===== config.mk =====
export PLATFORM = sky130hd
export DESIGN_NAME = tcw_front
export DESIGN_NICKNAME = d
export VERILOG_FILES = /design/src/rtl/tcw_pkg.sv /design/src/rtl/tcw_front.sv
export SDC_FILE = /design/constraint.sdc
export NUM_CORES = 1
export LEC_CHECK = 0
export BUFFER_PORTS_ARGS = -buffer_cell sky130_fd_sc_hd__buf_2
export CORE_UTILIZATION = 41
export DETAILED_ROUTE_END_ITERATION = 10
export HOLD_SLACK_MARGIN = 0.08
export PLACE_DENSITY = 0.76
export SYNTH_ARGS = -nofsm -noshare
export SYNTH_HDL_FRONTEND = slang
export SYNTH_SLANG_ARGS = --single-unit

===== constraint.sdc =====
create_clock -name clk -period 2 [get_ports clk]
set_input_delay 0 -clock clk [delete_from_list [all_inputs] [get_ports clk]]
set_output_delay 0 -clock clk [all_outputs]
set_load 0.02 [all_outputs]

===== src/rtl/tcw_pkg.sv =====
// shared types and constants for the text console writer
// no dependencies
`timescale 1ns / 1ps
`default_nettype none

package tcw_pkg;

	localparam int DEF_COLUMNS = 80;
	localparam int DEF_ROWS    = 25;
	localparam int QDEPTH      = 2;

	localparam logic [7:0] ATTR_RESET = 8'h0F;

	localparam logic [7:0] CH_TAB = 8'h09;
	localparam logic [7:0] CH_LF  = 8'h0A;
	localparam logic [7:0] CH_FF  = 8'h0C;
	localparam logic [7:0] CH_CR  = 8'h0D;

	localparam logic OP_PUT  = 1'b0;
	localparam logic OP_READ = 1'b1;

	typedef enum logic [2:0] {
		K_READ,
		K_CR,
		K_LF,
		K_TAB,
		K_FF,
		K_CHAR
	} kind_t;

	typedef struct packed {
		kind_t      kind;
		logic [7:0] ch;
		logic [4:0] rd_row;
		logic [6:0] rd_col;
		logic       rd_ok;
	} cmd_t;

	typedef enum logic [1:0] {
		BK_IDLE,
		BK_READ,
		BK_CLEAR
	} back_state_t;

endpackage

`default_nettype wire


===== src/rtl/tcw_front.sv =====
// front end: input register, decodes each item into a command
// depends on tcw_pkg
`timescale 1ns / 1ps
`default_nettype none

module tcw_front import tcw_pkg::*; #(
	parameter int COLUMNS = DEF_COLUMNS,
	parameter int ROWS    = DEF_ROWS
) (
	input  wire         clk,
	input  wire         arst_n,
	input  wire         in_valid,
	output logic        in_ready,
	input  wire         in_opcode,
	input  wire  [7:0]  in_char,
	input  wire  [4:0]  in_row,
	input  wire  [6:0]  in_col,
	output logic        cmd_valid,
	input  wire         cmd_ready,
	output cmd_t        cmd
);

	logic v_s1;
	cmd_t cmd_s1;
	cmd_t dec;

	always_comb begin
		dec.ch     = in_char;
		dec.rd_row = in_row;
		dec.rd_col = in_col;
		dec.rd_ok  = ({3'b0, in_row} < 8'(ROWS)) && ({2'b0, in_col} < 9'(COLUMNS));
		if (in_opcode == OP_READ) begin
			dec.kind = K_READ;
		end else begin
			case (in_char)
				CH_CR:   dec.kind = K_CR;
				CH_LF:   dec.kind = K_LF;
				CH_TAB:  dec.kind = K_TAB;
				CH_FF:   dec.kind = K_FF;
				default: dec.kind = K_CHAR;
			endcase
		end
	end

	assign in_ready  = !v_s1 || cmd_ready;
	assign cmd_valid = v_s1;
	assign cmd       = cmd_s1;

	always_ff @(posedge clk or negedge arst_n) begin
		if (!arst_n) begin
			v_s1 <= 1'b0;
		end else if (in_valid && in_ready) begin
			v_s1 <= 1'b1;
		end else if (cmd_ready) begin
			v_s1 <= 1'b0;
		end
	end

	always_ff @(posedge clk) begin
		if (in_valid && in_ready) begin
			cmd_s1 <= dec;
		end
	end

endmodule

`default_nettype wire


After elaboration in Yosys (flattened, before gate mapping)
Cells that the tools add are included.
Word-level totals
  logic and storage cells: 20
  output and inout bits: 26
  input port bits: 25
  bits in registers: 25
Cells by class
  $lt $le $gt $ge: 2
  muxes and demuxes: 3
  eq/ne operators: 4
  reduce and logical (&&, ||, !) cells: 5
Operators with widths (count)
  equality test 8 x 4 -> 1 bit, second input constant: 4
  one-hot mux 3 bit (4 select lines): 1
  < comparator 7 bit, second input constant: 1
  < comparator 5 bit, second input constant: 1
  logical AND 1 bit: 2
  2-to-1 mux 1 bit: 2
  nonzero test 2 bit: 1
  logical NOT 1 bit: 1
  logical OR 1 bit: 1

Depth between registers and ports, before layout
  depth in word-level cells: 4
  depth in mapped cells: 3

Worst setup path after synthesis
Ideal clock, no wire load.
  kind: register -> register
  start: reg v_s1, in the netlist cmd_valid
  end: reg cmd_s1 (netlist bit cmd[0]) (enable)
  required time: 1.617 ns
  stages on the path, launching flop included: 3
  library setup time: 0.383 ns
  clock period less this slack: 1.737 ns
  arrival time: 1.354 ns
  path slack: 0.263 ns
  path buffers: 0
  cell sequence: dfrtp_1 > nand2b_1 > and2_1
On the way
  longest elaborated chain between the ends: 3
Ends and longest elaborated chain
  from (decl): RTL line tcw_front.sv:23  | logic v_s1;
  from (signal assigned): RTL line tcw_front.sv:51  | v_s1 <= 1'b0;
  from (signal assigned): RTL line tcw_front.sv:53  | v_s1 <= 1'b1;
  from (signal assigned): RTL line tcw_front.sv:55  | v_s1 <= 1'b0;
  logical NOT 1 bit: RTL line tcw_front.sv:45  | assign in_ready = !v_s1 || cmd_ready;
  logical OR 1 bit: RTL line tcw_front.sv:45
  net in_ready: RTL line tcw_front.sv:13  | output logic in_ready,
  logical AND 1 bit: RTL line tcw_front.sv:60  | if (in_valid && in_ready) begin
  to (signal assigned): RTL line tcw_front.sv:61  | cmd_s1 <= dec;
  to (decl): RTL line tcw_front.sv:24  | cmd_t cmd_s1;
The timed path passes the listed nets, and every way through them passes these cells.
A chain may end at the register's enable or synchronous reset.

Worst setup path after layout
  start: reg v_s1, in the netlist cmd_valid
  end: reg cmd_s1 (netlist bit cmd[0]) (enable)
On the way
  longest elaborated chain between the ends: 3
Ends and longest elaborated chain (RTL line)
  logical NOT 1 bit: tcw_front.sv:45
  logical OR 1 bit: tcw_front.sv:45
  logical AND 1 bit: tcw_front.sv:60
No other way between the ends.

==> results by group <==
Run status
  • Result of the run: complete, no violations

Global route
  • Maximum number of pins on one net before global-route repair: 25
  • First-pass GRT wire length: 2449 microns
  • Total routing resource utilization after global routing: 16.22%
  • Number of antenna violations at the first check in global routing: 0
  • Vias in the first global route: 590
  • Final global-route overflow total: 0

Timing
  • Unrepaired setup endpoints after global routing: false
  • Time the final worst path needs with I/O delays and setup: 1228 ps
  • Slew HR: 80.44%
  • Worst clock skew on the final layout: 6.183 ps
  • Final Hold Viols: 0
  • Setup TNS: 0 ps
  • Final Slew Violations: 0
  • Max Freq: 814.1 MHz
  • Actual transition at the worst max-transition pin: 293.3 ps
  • Fin Hold WS: 360.9 ps
  • Crit share post-route: 61.42%
  • Final setup violation count: 0

Yosys
  • Netlist Area Pre-Place: 868.3 sq um
  • Share of the synthesized area in the top cell type: 83.00%
  • Average size of a mapped cell: 20.67 sq um
  • Syn. warnings: 0
  • Count of different cell masters after synthesis: 12
  • Syn nets: 67
  • Proportion of synthesized chip area in sequential cells: 85.88%
  • Cells taking the most area after synthesis: sky130_fd_sc_hd__edfxtp_1, sky130_fd_sc_hd__dfrtp_1, sky130_fd_sc_hd__nand2b_1
  • Biggest area consumer among synthesized cells: sky130_fd_sc_hd__edfxtp_1
  • Count of mapped cells out of synthesis: 42
  • Yosys reg bits: 25

Clock network
  • Clock latency on the worst-skew pair: 300 ps
  • Post-cts sizing count: 0
  • H-tree depth: 1
  • Number of clock sinks: 25
  • Setup Buffers After CTS: 0
  • Master cell of the clock root buffer: sky130_fd_sc_hd__clkbuf_4
  • TritonCTS clock tree: built
  • Clock-pin slew reported for the worst setup and hold paths after clock tree synthesis: 120 ps
  • Total CTS buffers: 3
  • Largest buffer count on any clock path: 2

Floorplan
  • Starting density of the core: 43.81%
  • DIE WIDTH: 48.02 microns
  • Cell Rows: 16
  • Total die area: 2306 sq um
  • Number of primary I/O pins: 51
  • DIE HEIGHT: 48.02 microns
  • Placeable core region: 1982 sq um

Setup path
  • Arrival @ worst endpoint: 1220 ps
  • Crit path kind: flip-flop to flip-flop
  • R2r setup slk: 770 ps
  • FF-to-FF path depth: 3
  • Highest net fanout along the worst path: 24
  • End of the worst register-to-register path: cmd[0]$_DFFE_PP_
  • Crit path required time: 1990 ps
  • CP startpoint kind: flip-flop
  • Endpoint type of the worst setup path: flip-flop
  • Reg2Reg Launch Point: cmd_valid$_DFFE_PN0P_

Finish
  • Filler cell count: 139
  • Area added between synthesis and finish: 65.42%
  • Post-Layout Inst Area: 1436 sq um
  • Sequential cell area: 745.7 sq um
  • Nets: 148
  • Fraction of final layout cells with drive strength greater than 1: 45.90%
  • Number of diodes: 0
  • Area occupied by multi-input gates: 122.6 sq um

Place
  • Detail Placement HPWL: 1041 microns
  • Placed cell areas: 1160 sq um
  • Routability congestion estimate from global placement: 0.6328
  • # port buffers: 50

Route
  • Detailed Route Iter0 Violations: 7
  • Count of antenna-violating nets left after detailed routing: 0
  • Average wire per standard cell: 11.88 microns
  • DRT Pass-1 Iters: 4
  • Vias post-DR: 658
  • # DRC: 0
  • Number of vias per cell after detailed routing: 4.416
  • Post-Route WL: 1770 microns

Hold path
  • Hold Crit Depth: 3
  • Worst min-delay path startpoint: cmd_ready
  • Hold WC Path Type: input pin to primary output
  • Endpoint with the worst hold slack: in_ready

Flow run
  • Max-capacitance violation count: 0

Power
  • Power per cell area: 688.4 nW/um^2
  • Overall Power: 988.7 uW
  • Leakage: 0.0005957 uW
  • IR Drop Worst-Case VDD: 540.6 uV
==> cell families after synthesis <==
group            count (synthesis)  synth area share [%]
XOR/XNOR                         1                 1.009
AND/OR/NAND/NOR                 11                 9.798
flip-flops                      25                 85.88
AO/OA/AOI/OAI                    5                 3.314
==> worst max path at each step <==
stage | start | endpoint | slack, ps
after floorplan | cmd_valid$_DFFE_PN0P_ | cmd[0]$_DFFE_PP_ | 260
after global placement | cmd_valid$_DFFE_PN0P_ | cmd[18]$_DFFE_PP_ | 820
after detailed placement | cmd_valid$_DFFE_PN0P_ | cmd[17]$_DFFE_PP_ | 790
after CTS | cmd_valid$_DFFE_PN0P_ | cmd[6]$_DFFE_PP_ | 770
after global routing | cmd_valid$_DFFE_PN0P_ | cmd[5]$_DFFE_PP_ | 700
final | cmd_valid$_DFFE_PN0P_ | cmd[0]$_DFFE_PP_ | 770
==> where the power goes <==
part	internal, uW	leakage (uW)	switching (uW)	total, uW
clock network	77.6	0.0000150	135	213
logic	77.7	0.000341	84.4	162
registers	608	0.000240	6.51	614
==> critical path, stage by stage, from the launching register on <==
cell and delay [ps]:
sky130_fd_sc_hd__dfrtp_1 400, sky130_fd_sc_hd__nand2b_1 100, sky130_fd_sc_hd__and2_1 130, sky130_fd_sc_hd__buf_4 290
==> metrics by stage <==
step / setup WS [ps] / std cells / util, %
floorplan: 262.8 / 42 / -
global placement: 822.4 / 120 / 58.52
detailed placement: 790.0 / 120 / 58.52
CTS: 768.7 / 149 / 72.47
global route: 701.0 / 149 / 72.47
finish: 771.6 / 149 / 72.47
==> synthesized netlist by cell type (all sizes together) <==
master	count
a21oi	2
and2	4
dfrtp	1
edfxtp	24
nand2b	4
nor2	1
nor4	1
nor4b	1
o21ai	2
o311ai	1
xnor2	1
==> cells in the final DEF (no fill, tap or decap), types with 2 or more instances in the layout <==
cell type                       count
sky130_fd_sc_hd__a21oi_1            2
sky130_fd_sc_hd__and2_1             3
sky130_fd_sc_hd__buf_2             50
sky130_fd_sc_hd__clkbuf_4           3
sky130_fd_sc_hd__dlygate4sd3_1     25
sky130_fd_sc_hd__edfxtp_1          24
sky130_fd_sc_hd__nand2b_1           4
sky130_fd_sc_hd__o21ai_0            2
==> flip-flops by register name, summed over array words and instances (netlist names) <==
register / cells
cmd_valid: 1
cmd: 24
==> area by class of cell <==
class,instances,area share (%)
flip-flops and latches,25,51.92
repair buffers,76,35.37
multi-input cells,17,8.537
well taps,27,2.352
clock buffers,4,1.829
==> routing by layer <==
layer | up-vias | routed length, microns | global-route usage, %
li1 | 324 | - | -
met2 | 34 | 943 | 28.38
met5 | - | 0 | 0
met1 | 298 | 665 | 17.62
met4 | 0 | 8 | 6.667
met3 | 2 | 153 | 6.038
==> timing repair <==
item,in CTS,in global routing
setup endpoints to repair,0,0
hold endpoints to repair,25,0
hold buffers,25,0
(Power assumes the default switching activity.)
