$ cat src/rtl/tcw_pkg.sv
// shared types and constants for the text console writer
// no dependencies
`timescale 1ns / 1ps
`default_nettype none

package tcw_pkg;

	localparam int DEF_COLUMNS = 80;
	localparam int DEF_ROWS    = 25;
	localparam int QDEPTH      = 2;

	localparam logic [7:0] ATTR_RESET = 8'h0F;

	localparam logic [7:0] CH_TAB = 8'h09;
	localparam logic [7:0] CH_LF  = 8'h0A;
	localparam logic [7:0] CH_FF  = 8'h0C;
	localparam logic [7:0] CH_CR  = 8'h0D;

	localparam logic OP_PUT  = 1'b0;
	localparam logic OP_READ = 1'b1;

	typedef enum logic [2:0] {
		K_READ,
		K_CR,
		K_LF,
		K_TAB,
		K_FF,
		K_CHAR
	} kind_t;

	typedef struct packed {
		kind_t      kind;
		logic [7:0] ch;
		logic [4:0] rd_row;
		logic [6:0] rd_col;
		logic       rd_ok;
	} cmd_t;

	typedef enum logic [1:0] {
		BK_IDLE,
		BK_READ,
		BK_CLEAR
	} back_state_t;

endpackage

`default_nettype wire

$ cat src/rtl/tcw_queue.sv
// short command queue between front and back
// depends on tcw_pkg
`timescale 1ns / 1ps
`default_nettype none

module tcw_queue import tcw_pkg::*; (
	input  wire   clk,
	input  wire   arst_n,
	input  wire   push_valid,
	output logic  push_ready,
	input  cmd_t  push_cmd,
	output logic  pop_valid,
	input  wire   pop,
	output cmd_t  pop_cmd
);

	localparam int QAW = (QDEPTH > 1) ? $clog2(QDEPTH) : 1;

	cmd_t           ent_q [QDEPTH];
	logic [QAW-1:0] wr_ptr_q;
	logic [QAW-1:0] rd_ptr_q;
	logic [QAW:0]   cnt_q;
	logic           do_push;
	logic           do_pop;

	assign push_ready = cnt_q != (QAW+1)'(QDEPTH);
	assign pop_valid  = cnt_q != '0;
	assign pop_cmd    = ent_q[rd_ptr_q];
	assign do_push    = push_valid && push_ready;
	assign do_pop     = pop && pop_valid;

	always_ff @(posedge clk or negedge arst_n) begin
		if (!arst_n) begin
			wr_ptr_q <= '0;
			rd_ptr_q <= '0;
			cnt_q    <= '0;
		end else begin
			if (do_push) begin
				wr_ptr_q <= (wr_ptr_q == QAW'(QDEPTH-1)) ? '0 : wr_ptr_q + 1'b1;
			end
			if (do_pop) begin
				rd_ptr_q <= (rd_ptr_q == QAW'(QDEPTH-1)) ? '0 : rd_ptr_q + 1'b1;
			end
			if (do_push && !do_pop) begin
				cnt_q <= cnt_q + 1'b1;
			end else if (do_pop && !do_push) begin
				cnt_q <= cnt_q - 1'b1;
			end
		end
	end

	always_ff @(posedge clk) begin
		if (do_push) begin
			ent_q[wr_ptr_q] <= push_cmd;
		end
	end

endmodule

`default_nettype wire

$ cat config.mk
export PLATFORM = sky130hd
export DESIGN_NAME = tcw_queue
export DESIGN_NICKNAME = d
export VERILOG_FILES = /design/src/rtl/tcw_pkg.sv /design/src/rtl/tcw_queue.sv
export SDC_FILE = /design/constraint.sdc
export NUM_CORES = 1
export LEC_CHECK = 0
export ABC_CLOCK_PERIOD_IN_PS = 3400
export BUFFER_PORTS_ARGS = -buffer_cell sky130_fd_sc_hd__buf_2
export CAP_MARGIN = 30
export CORE_UTILIZATION = 45
export DETAILED_ROUTE_END_ITERATION = 10
export GPL_TIMING_DRIVEN = 0
export PLACE_DENSITY = 0.81
export REMOVE_ABC_BUFFERS = 1
export SLEW_MARGIN = 10
export SYNTH_ARGS = -nofsm -noshare
export SYNTH_HDL_FRONTEND = slang
export SYNTH_SLANG_ARGS = --single-unit
$ cat constraint.sdc
create_clock -name clk -period 3.4 [get_ports clk]
set_clock_uncertainty 0.2 [all_clocks]
set_input_delay 0.34 -clock clk [delete_from_list [all_inputs] [get_ports clk]]
set_output_delay 0.34 -clock clk [all_outputs]
set_load 0.02 [all_outputs]
* Word-level counts from Yosys, hierarchy flattened *
Memory sizes are Yosys's and may differ from the RTL's.
Index checks and enable logic that the tools add are counted.

word-level totals
  flip-flop bits (word level) = 4
  latch bits = 0
  RAM bits = 48
  memory bits (read-only) = 0
  input bits = 28
  output and inout port bits = 26
  word-level logic and storage cells = 23
  memories kept = 1

operators by class
  add/subtract/negate cells = 4
  multiply operators = 0
  divide/modulo/power cells = 0
  magnitude comparators = 0
  equal/unequal tests = 1
  shift-type cells = 0
  multiplexer cells = 6
  bitwise operators = 0
  reductions and logical operators = 8

memories
  name   depth  bits a word  rd ports  clocked after memory_dff  write ports  RTL line         source
  ent_q  2      24           1         0                         1            tcw_queue.sv:19  cmd_t ent_q [QDEPTH];

operator list
  kind                                                                 count
  1-bit logical AND                                                    4
  1-bit 2-to-1 mux                                                     4
  2-bit 2-to-1 mux                                                     2
  2-bit nonzero test                                                   2
  1-bit adder (second input constant)                                  2
  2-bit by 1-bit adder with 2-bit output (second input constant)       1
  1-bit zero test                                                      2
  2-bit != test (second input constant)                                1
  2-bit by 1-bit subtractor with 2-bit output (second input constant)  1

* Depth between registers and ports, before layout *
Gate-level depths: netlist (run 1).

  depth after elaboration = 6
  gate-level depth with buffers = 7
  depth with buffers taken out = 7

* Least setup slack after synthesis (run 1) *
OpenSTA, ideal clock, no wires.

  kind = register -> register
  from = register cnt_q[0]
  to = memory ent_q[0][0] (netlist name), enable pin
  library setup time = 0.405 ns
  arrival = 1.824 ns
  path slack = 0.972 ns
  stages on the path, launching flop included = 4
  path buffers = 0
  cells stage by stage = dfrtp_1 nand2b_1 nand2_1 nor2_1

on the way
  longest elaborated chain between the ends = 4

ends and longest elaborated chain
  what                                    RTL line         source
  from (decl)                             tcw_queue.sv:22  logic [QAW:0] cnt_q;
  from (signal assigned)                  tcw_queue.sv:45  cnt_q <= cnt_q + 1'b1;
  from (signal assigned)                  tcw_queue.sv:47  cnt_q <= cnt_q - 1'b1;
  2-bit != test                           tcw_queue.sv:26  assign push_ready = cnt_q != (QAW+1)'(QDEPTH);
  via push_ready                          tcw_queue.sv:10  output logic push_ready,
  1-bit logical AND                       tcw_queue.sv:29  assign do_push = push_valid && push_ready;
  1-bit 2-to-1 mux                        tcw_queue.sv:53  if (do_push) begin
  1-bit 2-to-1 mux (implied by the code)  tcw_queue.sv:54  ent_q[wr_ptr_q] <= push_cmd;
  to (decl)                               tcw_queue.sv:19

The timed path passes the listed nets, and every way through them passes these cells.

==> metrics.csv, run 1 <==
stage,metric,value,unit
outcome,run status,"finished, final reports clean",
worst_setup_path,class of the most critical setup path,register to output pin,
logic_synthesis,synthesized instance count,93,
timing,sum of negative setup slack,0,ns
clocking,post-CTS repair timing setup buffer count,0,
logic_synthesis,Mapped Area,0.00203,mm^2
hold_path,Min-Delay Path Depth,1,
logic_synthesis,sequential-to-total area share from yosys stat,75.9,%
clocking,# H-tree levels,2,
power,Worst IR Drop VDD,0.452,mV
final_layout,final net count,182,
floorplan,I/O pin count,54,
clocking,count of hold-fix buffers inserted at cts,1,
global_route,vias in the first global route,1081,
detailed_routing,Iter 0 DRT Violations,77,
clocking,worst skew pair latency,0.29,ns
timing,final hold viol count,0,
worst_setup_path,setup slack of the most critical reg-to-reg path,1.44,ns
global_route,largest net degree at the start of global routing,26,
timing,number of max-slew violations in the final report,0,
global_route,initial antenna violation count,0,
floorplan,area of the die,0.00479,mm^2
worst_setup_path,data required time at the worst endpoint,2.86,ns
detailed_routing,average via count per standard cell,4.83,
final_layout,multi-input gate area in the final layout,437,um^2
timing,total setup violations reported at the end of the flow,0,
final_layout,utilization after layout,56.6,%
detailed_routing,Detailed Routing Iterations Pass 1,3,
final_layout,number of inserted filler cells in the final layout,345,
timing,Slew headroom,50.7,%
worst_setup_path,beginning of the worst register-to-register path,cnt_q[0],
timing,actual slew at the worst max-slew pin,0.740,ns
timing,final critical-path share of the clock period,66.9,%
floorplan,Die H,69.2,um
final_layout,area used by sequential logic in the layout,0.00154,mm^2
flow_run,# Max-Cap Violations,0,
floorplan,die width,69.2,um
place,half-perimeter wire length after placement,2190,um
final_layout,number of antenna diodes,0,
hold_path,type of the worst min-delay path,input port to register,
worst_setup_path,FF-to-FF path depth,4,
clocking,Clock transition at path regs,0.09,ns
floorplan,Rows,24,
timing,RSZ-0062 raised after global routing,false,
hold_path,capture endpoint of the worst hold path,ent_q[1][18],
floorplan,Core Area,0.00435,mm^2
global_route,remaining global-route overflow,0,
worst_setup_path,crit path DAT,1.73,ns
clocking,TritonCTS Buffers,5,
clocking,clock sink count,52,
global_route,overall routing resource usage,14.1,%
timing,Highest Clock Rate,440,MHz
hold_path,launch point of the worst hold path,push_cmd[18],
place,number of port buffers,53,
logic_synthesis,number of register bits inferred by synthesis,52,
detailed_routing,detailed-route via count,996,
power,standby leakage power,0.999,nW
worst_setup_path,startpoint type of the worst setup path,register,
logic_synthesis,"Warnings, synthesis",0,
detailed_routing,number of nets still failing antenna checks after routing,0,
logic_synthesis,number of distinct library cells after synthesis,16,
clocking,number of buffers on the longest clock path,2,
place,routability congestion estimate from global placement,0.680,
final_layout,area growth from synthesis to layout,21.4,%
clocking,CTS tree,done,
detailed_routing,# DRC,0,
clocking,post-cts sizing count,0,
clocking,buffer type at the clock tree root,clkbuf_8,
worst_setup_path,Crit. End Element,output pin,
detailed_routing,final WL,3060,um
worst_setup_path,top fanout value on the critical path,25,
power,power density over the cells,879,mW/mm^2
detailed_routing,WL per Instance,14.8,um
final_layout,layout cell share with drive strength beyond 1,57.8,%
floorplan,initial core utilization,46.6,%
logic_synthesis,average cell area after synthesis,21.8,um^2
global_route,first-pass GRT wire length,5110,um
timing,fin crit period,2.27,ns
worst_setup_path,Reg-to-Reg End,ent_q[0][14],
[synthesized netlist by cell type]
cell	n	area (um^2)
mux2_2	5	56.3
and3_1	1	6.26
nand2b_1	1	6.26
edfxtp_1	48	1440
buf_6	1	11.3
xnor2_1	3	26.3
mux2_4	19	285
xor2_1	2	17.5
nand2_1	1	3.75
inv_1	1	3.75
buf_12	2	40.0
ha_1	1	12.5
or2_1	1	6.26
nand2_2	1	6.26
dfrtp_1	4	100
nor2_1	2	7.51
[worst max path at each step]
stage / startpoint / to / slack, ns
final: rd_ptr_q / pop_cmd[3] / 1.13
after global routing: rd_ptr_q / pop_cmd[3] / 1.02
after CTS: rd_ptr_q / pop_cmd[3] / 1.07
after detailed placement: rd_ptr_q / pop_cmd[3] / 1.41
after global placement: cnt_q[0] / ent_q[0][2] / 0.64
after floorplan: cnt_q[0] / ent_q[0][0] / 0.97
[metrics by stage]
step	total power, mW	std cells	setup slack, ns	cell area (um^2)	hold slack (ns)
2_1_floorplan	1.54	90	0.972	1980	-0.156
3_3_place_gp	1.74	195	0.637	2310	-0.0545
3_5_place_dp	1.80	197	1.41	2340	-0.0501
4_1_cts	2.20	206	1.07	2460	0.0110
5_1_grt	2.28	206	1.02	2460	0.00398
6_report	2.17	206	1.13	2460	0.0249
[cell usage in the layout (no fill, tap or decap), types with 2 or more instances in the layout]
cell type / instances
buf_2: 53
buf_8: 2
mux2_4: 19
xnor2_1: 3
clkbuf_8: 5
xor2_1: 2
edfxtp_1: 48
mux2_2: 5
dfrtp_1: 3
[cell families after synthesis]
| group | synth area share, % |
|---|---|
| and+or+nand+nor | 1.79 |
| adders and majority gates | 0.616 |
| DFF | 75.9 |
| xor gates and xnor gates | 2.16 |
| buffers and inverters | 2.71 |
| muxes | 16.8 |
[state kept, by name, summed over array words and instances (netlist names)]
register / flops
cnt_q: 2
ent_q: 48
rd_ptr_q: 1
wr_ptr_q: 1
[power by group]
part | leakage [nW] | total, mW | internal (mW) | switching (mW)
registers | 0.492 | 1.00 | 0.879 | 0.125
clock network | 0.0558 | 0.405 | 0.218 | 0.187
logic | 0.451 | 0.757 | 0.371 | 0.386
[layer usage]
| metal | share of wire [%] | GRT usage (%) |
|---|---|---|
| met1 | 41 | 16.3 |
| met3 | 6.9 | 5.38 |
| met2 | 51 | 23.8 |
| met4 | 0.78 | 4.99 |
| met5 | 0 | 0 |
[layout make-up]
class | count | share of cell area [%]
Tap cell | 52 | 2.64
Inverter | 1 | 0.152
Clock inverter | 3 | 1.73
Clock buffer | 5 | 2.79
Multi-Input combinational cell | 37 | 17.7
Sequential cell | 52 | 62.6
Timing Repair Buffer | 56 | 12.4
[worst max-delay path: stages (launching register included)]
cell	delay [ns]
dfrtp_2	0.86
mux2_2	0.42
buf_2	0.16
Note: power is estimated with default switching activity, not from simulation.
==> inputs of run 2 (changes only) <==
--- a/config.mk
+++ b/config.mk
@@ -5,7 +5,7 @@
 export SDC_FILE = /design/constraint.sdc
 export NUM_CORES = 1
 export LEC_CHECK = 0
-export ABC_CLOCK_PERIOD_IN_PS = 3400
+export ABC_CLOCK_PERIOD_IN_PS = 2100
 export BUFFER_PORTS_ARGS = -buffer_cell sky130_fd_sc_hd__buf_2
 export CAP_MARGIN = 30
 export CORE_UTILIZATION = 45
==> constraint.sdc (replaced) <==
create_clock -name clk -period 2.1 [get_ports clk]
set_clock_uncertainty 0.2 [all_clocks]
set_input_delay 0.21 -clock clk [delete_from_list [all_inputs] [get_ports clk]]
set_output_delay 0.21 -clock clk [all_outputs]
set_load 0.02 [all_outputs]
==> run 2 against run 1 <==
Via count increased by 9.2%. Combinational power increased by 66%. Setup slack got worse by 1.0 ns. Clock power increased by 62%. Non-clock buffer count increased by 25. Critical endpoint is now pop_cmd[9].
==> metrics.csv, run 2 (synthesis gave the netlist of run 1 again) <==
stage,metric,value,unit
global_route,GRT met3 Usage,4.65,%
timing,actual slew at the worst max-slew pin,0.639,ns
floorplan,I/O pin count,54,
power,power density over the cells,1310,mW/mm^2
global_route,GRT busiest layer,met2,
timing,number of max-slew violations in the final report,0,
place,routability congestion estimate from global placement,0.680,
place,dpl cells,197,
timing,Slew headroom,57.4,%
clocking,buffer type at the clock tree root,clkbuf_8,
final_layout,most common library cell in the layout ignoring fill and taps,buf_2,
floorplan,initial core utilization,46.6,%
clocking,clock sink count,52,
detailed_routing,final WL,3350,um
final_layout,layout cell share with drive strength beyond 1,49.7,%
global_route,first-pass GRT wire length,5620,um
place,number of port buffers,53,
timing,RSZ-0062 raised after global routing,false,
clocking,CTS tree,done,
detailed_routing,number of nets still failing antenna checks after routing,0,
final_layout,area growth from synthesis to layout,33.8,%
global_route,vias in the first global route,1181,
final_layout,"top library cells by usage in the layout, fill and taps aside","buf_2, edfxtp_1, dlygate4sd3_1",
final_layout,final net count,207,
clocking,number of buffers on the longest clock path,2,
floorplan,area of the die,0.00479,mm^2
final_layout,number of antenna diodes,0,
clocking,Clock transition at path regs,0.08,ns
clocking,TritonCTS Buffers,5,
clocking,post-CTS repair timing setup buffer count,0,
timing,final hold viol count,0,
global_route,overall routing resource usage,15.5,%
final_layout,max reg flops,48,
final_layout,most flop-heavy register,ent_q,
detailed_routing,Detailed Routing Iterations Pass 1,3,
detailed_routing,# DRC,0,
timing,final critical-path share of the clock period,95.5,%
power,Overall Power,3.56,mW
power,Worst IR Drop VDD,0.754,mV
worst_setup_path,class of the most critical setup path,register to output pin,
detailed_routing,average via count per standard cell,4.71,
final_layout,utilization after layout,62.4,%
global_route,met2 GRT Util,27.9,%
flow_run,# Max-Cap Violations,0,
worst_setup_path,data required time at the worst endpoint,1.69,ns
power,standby leakage power,1.10,nW
clocking,worst skew pair latency,0.29,ns
worst_setup_path,top fanout value on the critical path,25,
worst_setup_path,Crit. End Element,output pin,
global_route,largest net degree at the start of global routing,26,
final_layout,"Non-Filler Cell Area, Final",0.00272,mm^2
global_route,initial antenna violation count,0,
detailed_routing,detailed-route via count,1088,
worst_setup_path,crit path DAT,1.59,ns
floorplan,Die H,69.2,um
floorplan,Rows,24,
clocking,# H-tree levels,2,
place,half-perimeter wire length after placement,2190,um
final_layout,biggest registers after layout,"ent_q (48), cnt_q (2)",
place,placed instance area,0.00234,mm^2
timing,Highest Clock Rate,499,MHz
detailed_routing,WL per Instance,14.5,um
detailed_routing,Iter 0 DRT Violations,79,
timing,fin crit period,2.00,ns
worst_setup_path,startpoint type of the worst setup path,register,
global_route,GRT met1 Usage,17.6,%
outcome,run status,"finished, final reports clean",
final_layout,final cell count without fillers,231,
floorplan,Core Area,0.00435,mm^2
global_route,remaining global-route overflow,0,
timing,total setup violations reported at the end of the flow,0,
hold_path,type of the worst min-delay path,input port to async pin,
floorplan,die width,69.2,um
==> run 2: cell count changes in the layout (fill, tap and decap cells not counted) <==
cell,before,now
dfrtp_4,0,1
dfrtp_2,1,0
dlygate4sd3_1,1,26
==> run 2: final timing paths <==
kind,startpoint,cells past startpoint,slack [ns],to
min in group clk,push_valid,3,0.07,wr_ptr_q
worst min register to register,wr_ptr_q,1,0.33,wr_ptr_q
worst min-delay path,arst_n,2,0.05,wr_ptr_q
worst max register to register,cnt_q[0],4,0.14,ent_q[0][14]
max in group asynchronous,arst_n,2,1.52,rd_ptr_q
worst max-delay path,rd_ptr_q,2,0.1,pop_cmd[9]
==> run 2: worst max-delay path, cell delays in order, from the launching register on <==
cell and delay (ns):
dfrtp_4 0.72, mux2_2 0.40, buf_2 0.16
==> run 2: what timing repair did <==
item | in CTS | in global routing
gates resized for setup | 1 | 0
endpoints found under the setup margin | 24 | 0
hold buffers | 26 | 0
endpoints found under the hold margin | 53 | 0
==> run 2: per-stage QoR <==
stage / hold slack (ns) / worst slack [ns] / TNS [ns]
3_3_place_gp: -0.185 / -0.663 / -18.12
5_1_grt: 0.0429 / 0.00122 / 0
3_5_place_dp: -0.180 / 0.116 / 0
4_1_cts: 0.0417 / 0.0716 / 0
2_1_floorplan: -0.286 / -0.328 / -7.88
6_report: 0.0456 / 0.0954 / 0
==> run 2: report_power, final <==
group	internal (mW)	switching [mW]	leakage, nW
Clock	0.353	0.305	0.0558
Combinational	0.626	0.637	0.556
Sequential	1.43	0.207	0.492
==> run 2: per-layer routing <==
layer	part of all wire, %	vias up
li1	-	521
met1	40	521
met2	54	41
met3	4.5	5
met4	0.72	0
met5	0	-
==> run 2: final cells by class <==
cell class | count | area [um^2]
Sequential cell | 52 | 1550
Clock buffer | 5 | 68.8
Tap cell | 52 | 65.1
Timing Repair Buffer | 81 | 556
Fill cell | 329 | 1640
Multi-Input combinational cell | 37 | 437
Inverter | 1 | 3.75
Clock inverter | 3 | 42.5
